--- config.mk ---
export PLATFORM = sky130hd
export DESIGN_NAME = rpsd_span_unit
export DESIGN_NICKNAME = d
export VERILOG_FILES = /design/src/rtl/rpsd_pkg.sv /design/src/rtl/rpsd_span_unit.sv
export SDC_FILE = /design/constraint.sdc
export NUM_CORES = 1
export LEC_CHECK = 0
export CAP_MARGIN = 20
export CORE_MARGIN = 2
export CORE_UTILIZATION = 50
export DETAILED_ROUTE_END_ITERATION = 10
export DONT_BUFFER_PORTS = 1
export GPL_TIMING_DRIVEN = 0
export PLACE_DENSITY = 0.7
export SYNTH_ARGS = -nofsm -noshare
export SYNTH_HDL_FRONTEND = slang
export SYNTH_SLANG_ARGS = --single-unit
--- constraint.sdc ---
create_clock -name vclk -period 8.7
set_input_delay 0.435 -clock vclk [all_inputs]
set_output_delay 0.435 -clock vclk [all_outputs]
set_load 0.1 [all_outputs]
--- src/rtl/rpsd_pkg.sv ---
// ----------------------------------------------------------------------------
// rpsd_pkg: shared types and constants of the span decoder
// Holds field widths, register indexes, the sequencer states, the span step
// result type and the palette lookup.
// ----------------------------------------------------------------------------
package rpsd_pkg;

  localparam int CODE_W   = 8;
  localparam int IDX_W    = 7;
  localparam int COL_W    = 10;
  localparam int ROW_W    = 11;
  localparam int ORG_W    = 10;
  localparam int DIM_W    = 11;
  localparam int CNT_W    = 7;
  localparam int COORD_W  = 11;
  localparam int LEN_W    = 11;
  localparam int COLOUR_W = 32;
  localparam int CFG_IDX_W  = 2;
  localparam int CFG_DATA_W = 11;

  localparam logic [DIM_W-1:0] MAX_DIM     = 11'd1024;
  localparam logic [DIM_W-1:0] MIN_WIDTH   = 11'd2;
  localparam logic [DIM_W-1:0] MIN_HEIGHT  = 11'd1;
  localparam logic [IDX_W-1:0] DEFINED_COLOURS = 7'd9;

  // Register indexes of the configuration port.
  localparam logic [CFG_IDX_W-1:0] CFG_ORIGIN_X     = 2'd0;
  localparam logic [CFG_IDX_W-1:0] CFG_ORIGIN_Y     = 2'd1;
  localparam logic [CFG_IDX_W-1:0] CFG_IMAGE_WIDTH  = 2'd2;
  localparam logic [CFG_IDX_W-1:0] CFG_IMAGE_HEIGHT = 2'd3;

  typedef enum logic {
    ST_IDLE,
    ST_RUN
  } rpsd_state_t;

  // Result of one span step of the shared unit.
  typedef struct packed {
    logic [COORD_W-1:0] span_x;
    logic [COORD_W-1:0] span_y;
    logic [LEN_W-1:0]   len;
    logic [COL_W-1:0]   col_nxt;
    logic [ROW_W-1:0]   row_nxt;
    logic [CNT_W-1:0]   count_nxt;
    logic               last;
    logic               img_done;
  } span_step_t;

  // Opaque ARGB colour of a palette index; undefined indexes are black.
  function automatic logic [COLOUR_W-1:0] palette_colour(input logic [IDX_W-1:0] idx);
    logic [23:0] rgb;
    case (idx)
      7'd0:    rgb = 24'h000000;
      7'd1:    rgb = 24'h0000ff;
      7'd2:    rgb = 24'hff0000;
      7'd3:    rgb = 24'hff00ff;
      7'd4:    rgb = 24'h00ff00;
      7'd5:    rgb = 24'h00ffff;
      7'd6:    rgb = 24'hffff00;
      7'd7:    rgb = 24'hffffff;
      7'd8:    rgb = 24'h606060;
      default: rgb = 24'h000000;
    endcase
    return {8'hff, rgb};
  endfunction

endpackage

--- src/rtl/rpsd_span_unit.sv ---
// ----------------------------------------------------------------------------
// rpsd_span_unit: one span step
// Cuts the next span from the remaining run at the row end and advances the
// drawing position. Used once per cycle by the sequencer in the top level while its output register can take a span.
// ----------------------------------------------------------------------------
module rpsd_span_unit
  import rpsd_pkg::*;
(
  input  logic [CNT_W-1:0] count,
  input  logic [COL_W-1:0] col,
  input  logic [ROW_W-1:0] row,
  input  logic [DIM_W-1:0] width,
  input  logic [DIM_W-1:0] height,
  input  logic [ORG_W-1:0] origin_x,
  input  logic [ORG_W-1:0] origin_y,
  output span_step_t       step
);

  logic [DIM_W-1:0] room;
  logic [LEN_W-1:0] count_ext;
  logic [LEN_W-1:0] len;
  logic [DIM_W-1:0] col_sum;
  logic             wrap;
  logic [ROW_W-1:0] row_inc;

  always_comb begin
    room      = width - DIM_W'(col);
    count_ext = LEN_W'(count);
    len       = (count_ext < room) ? count_ext : room;
    col_sum   = DIM_W'(col) + len;
    wrap      = (col_sum >= width);
    row_inc   = row + ROW_W'(wrap);

    step.span_x    = COORD_W'(origin_x) + COORD_W'(col);
    step.span_y    = COORD_W'(origin_y) + row;
    step.len       = len;
    step.col_nxt   = wrap ? '0 : col_sum[COL_W-1:0];
    step.row_nxt   = row_inc;
    step.count_nxt = count - len[CNT_W-1:0];
    step.img_done  = wrap && (row_inc >= height);
    step.last      = (step.count_nxt == '0) || step.img_done;
  end

endmodule

==> run metrics <==
Seq Cell Count 0; maximum vdd ir drop roughly 0.00015 V; Mapped Area 2950 um^2; layout cells sized above 1 a little under a third; register area 0 um^2; Total GRT Usage around 24%; Initial Util 52.7%; antenna violations before repair 0; drt drc 0; Hold WS approximately 1.1 ns; Hold Path Class input port to primary output; leak pwr about 2.1 nW; hold path depth 1; Synth-to-Final Area Change 47.8%; Slew @ Worst Pin 1.17 ns; # setup viols final 2; Core ar. roughly 5600 um^2; CP Capture Type primary output; Achievable Freq 0.108 GHz; area of the die between 6000 and 7000 um^2; antenna diode count 0; most numerous cell in the Yosys netlist ha_1; final wirelength 8360 um; DR top layer met4; dpl ws -1.37 ns; switching pwr 0.571 mW; TritonRoute pass-1 iters 4; final setup TNS -0.729 ns; Final Util between 70% and 80%; kind of critical path input port to primary output; Post-synth top cells ha_1 (76), inv_1 (70), a21oi_1 (36), xnor2_1 (26), o21ai_0 (25); met2 WL between 4000 and 5000 um; Final min period about 9.2 ns; Net Sw Frac between 70 and 80%; Final Hold Viols 0; vias in the first global route 3054; I/O Buffers 0; status finished, violations left; WL met1 2990 um; crit path max fanout 6; Worst setup SP type input port; pwr dens ~190 nW/um^2; dpl hpwl around 7000 um; Die Span X about 81 um; register area share after synthesis 0%; Nets about 600; Yosys top cell area share between 30 and 40%; post-route ant nets 0; num ports about 130; most used cell, CP ha_4; Worst EP arrival roughly 9 ns; Slew Limit Fails 0; # rows 27; DRT iter0 DRCs 53; Slew Limit Headroom roughly 22%; worst path required time just over 8 ns; CP max stage delay roughly 0.63 ns; largest net degree at the start of global routing 8; top cells by area, synth ha_1 (32%), inv_1 (8.9%), xnor2_1 (7.7%), a21oi_1 (6.1%), o21ai_0 (4.2%); unrepaired setup endpoints after global routing true; Post-Synthesis Cells roughly 400; Max Cap Viol 0; post-route setup slack -0.548 ns; violated checks negative setup slack; total power ~0.81 mW; detail-routed via count per cell between 5 and 6; Die H just over 80 um; syn avg cell area roughly 7.3 um^2; Clk pwr share 0%; Cell variety after synth 51; # clk buffers 0; # fillers 408; Critical Path Stages 42; metal3 WL roughly 680 um; Overflow after GRT 0; routed vias around 3000; first-pass GRT wire length approximately 13000 um; Tcrit/Tclk final 106%; family with the most delay on the worst path compound AO/OA/AOI/OAI gates; dominant cell type by area after synthesis ha_1; routability cong. slightly above 0.8; Synth warnings 0; crit path capture step[1]; Logic pwr share 100.0%; share of power burned in registers 0%; Critical-path top delay cell xor2_4; Crit. Startpoint width[0]; wire per inst between 15 and 20 um; crit path buf inv count 6; Pint between 0.2 and 0.25 mW
cell usage in the layout, fill, tap and decap left out, types with 3 or more instances in the layout:
cell type,synthesis,layout
inv_1,70,64
ha_1,76,62
a21oi_1,36,24
nand2_1,22,21
buf_4,4,18
o21ai_0,25,15
nor2_1,21,14
ha_4,0,14
buf_8,0,13
xnor2_2,0,13
a21oi_2,0,11
a21o_1,11,10
nor2b_1,10,7
xnor2_4,0,7
xor2_2,0,7
conb_1,1,7
buf_16,0,7
o21bai_1,6,6
o21ai_2,1,6
nor2_2,0,6
xnor2_1,26,6
nand4_1,5,5
o21a_1,6,5
o211ai_1,4,4
nand3_4,0,4
xor2_1,13,4
a21boi_0,4,4
o211a_1,4,4
fa_1,5,4
buf_1,0,4
a211o_1,3,3
clkinvlp_4,0,3
o21ai_1,1,3
o21ai_4,0,3
nor2b_2,0,3
power by group through the flow:
stage	Sequential (mW)	Combinational [mW]	Clock, mW
floorplan	0	0.600	0
global placement	0	0.641	0
detailed placement	0	0.751	0
CTS	0	0.778	0
global route	0	0.849	0
finish	0	0.809	0
routing by layer:
metal	vias to the layer above	track usage (%)
li1	1493	-
met1	1388	25.7
met2	104	49.9
met3	6	4.44
met4	0	2.03
met5	-	0
layout make-up:
type	instances	area (um^2)	area share (%)
multi-input cells	334	3450	79.0
inverters	70	287	6.56
well taps	72	90.1	2.06
plain buffers	5	45.0	1.03
repair buffers	37	493	11.3
per-stage QoR:
step                      instance area, um^2  cells
after CTS                                4160    512
after floorplan                          3360    409
final                                    4370    518
after detailed placement                 3970    503
after global placement                   3450    481
after global routing                     4370    518
worst min path at each step:
stage,from,endpoint
detailed placement,row[4],step[13]
global placement,row[2],step[11]
finish,row[4],step[13]
global route,row[8],step[17]
floorplan,row[2],step[11]
CTS,row[2],step[11]
repair_timing:
action	4_1_cts	5_1_grt
setup endpoints to repair	3	2
setup buffers	9	5
cloned	0	0
pin swaps	26	31
hold buffers	0	0
resized for setup	26	24
logic make-up (layout without fill, tap and decap cells):
kind of cell    Yosys count  count (layout)  synth area share [%]
simple gates             82              82                  14.1
mux                       5               5                  1.74
buf+inv                  75             112                  10.1
other cells               1               7                 0.127
compound gates          120             120                  26.8
fa+ha+maj                81              81                  35.6
xor+xnor                 39              39                  11.6
No activity file was read; power rests on OpenSTA's default activity.
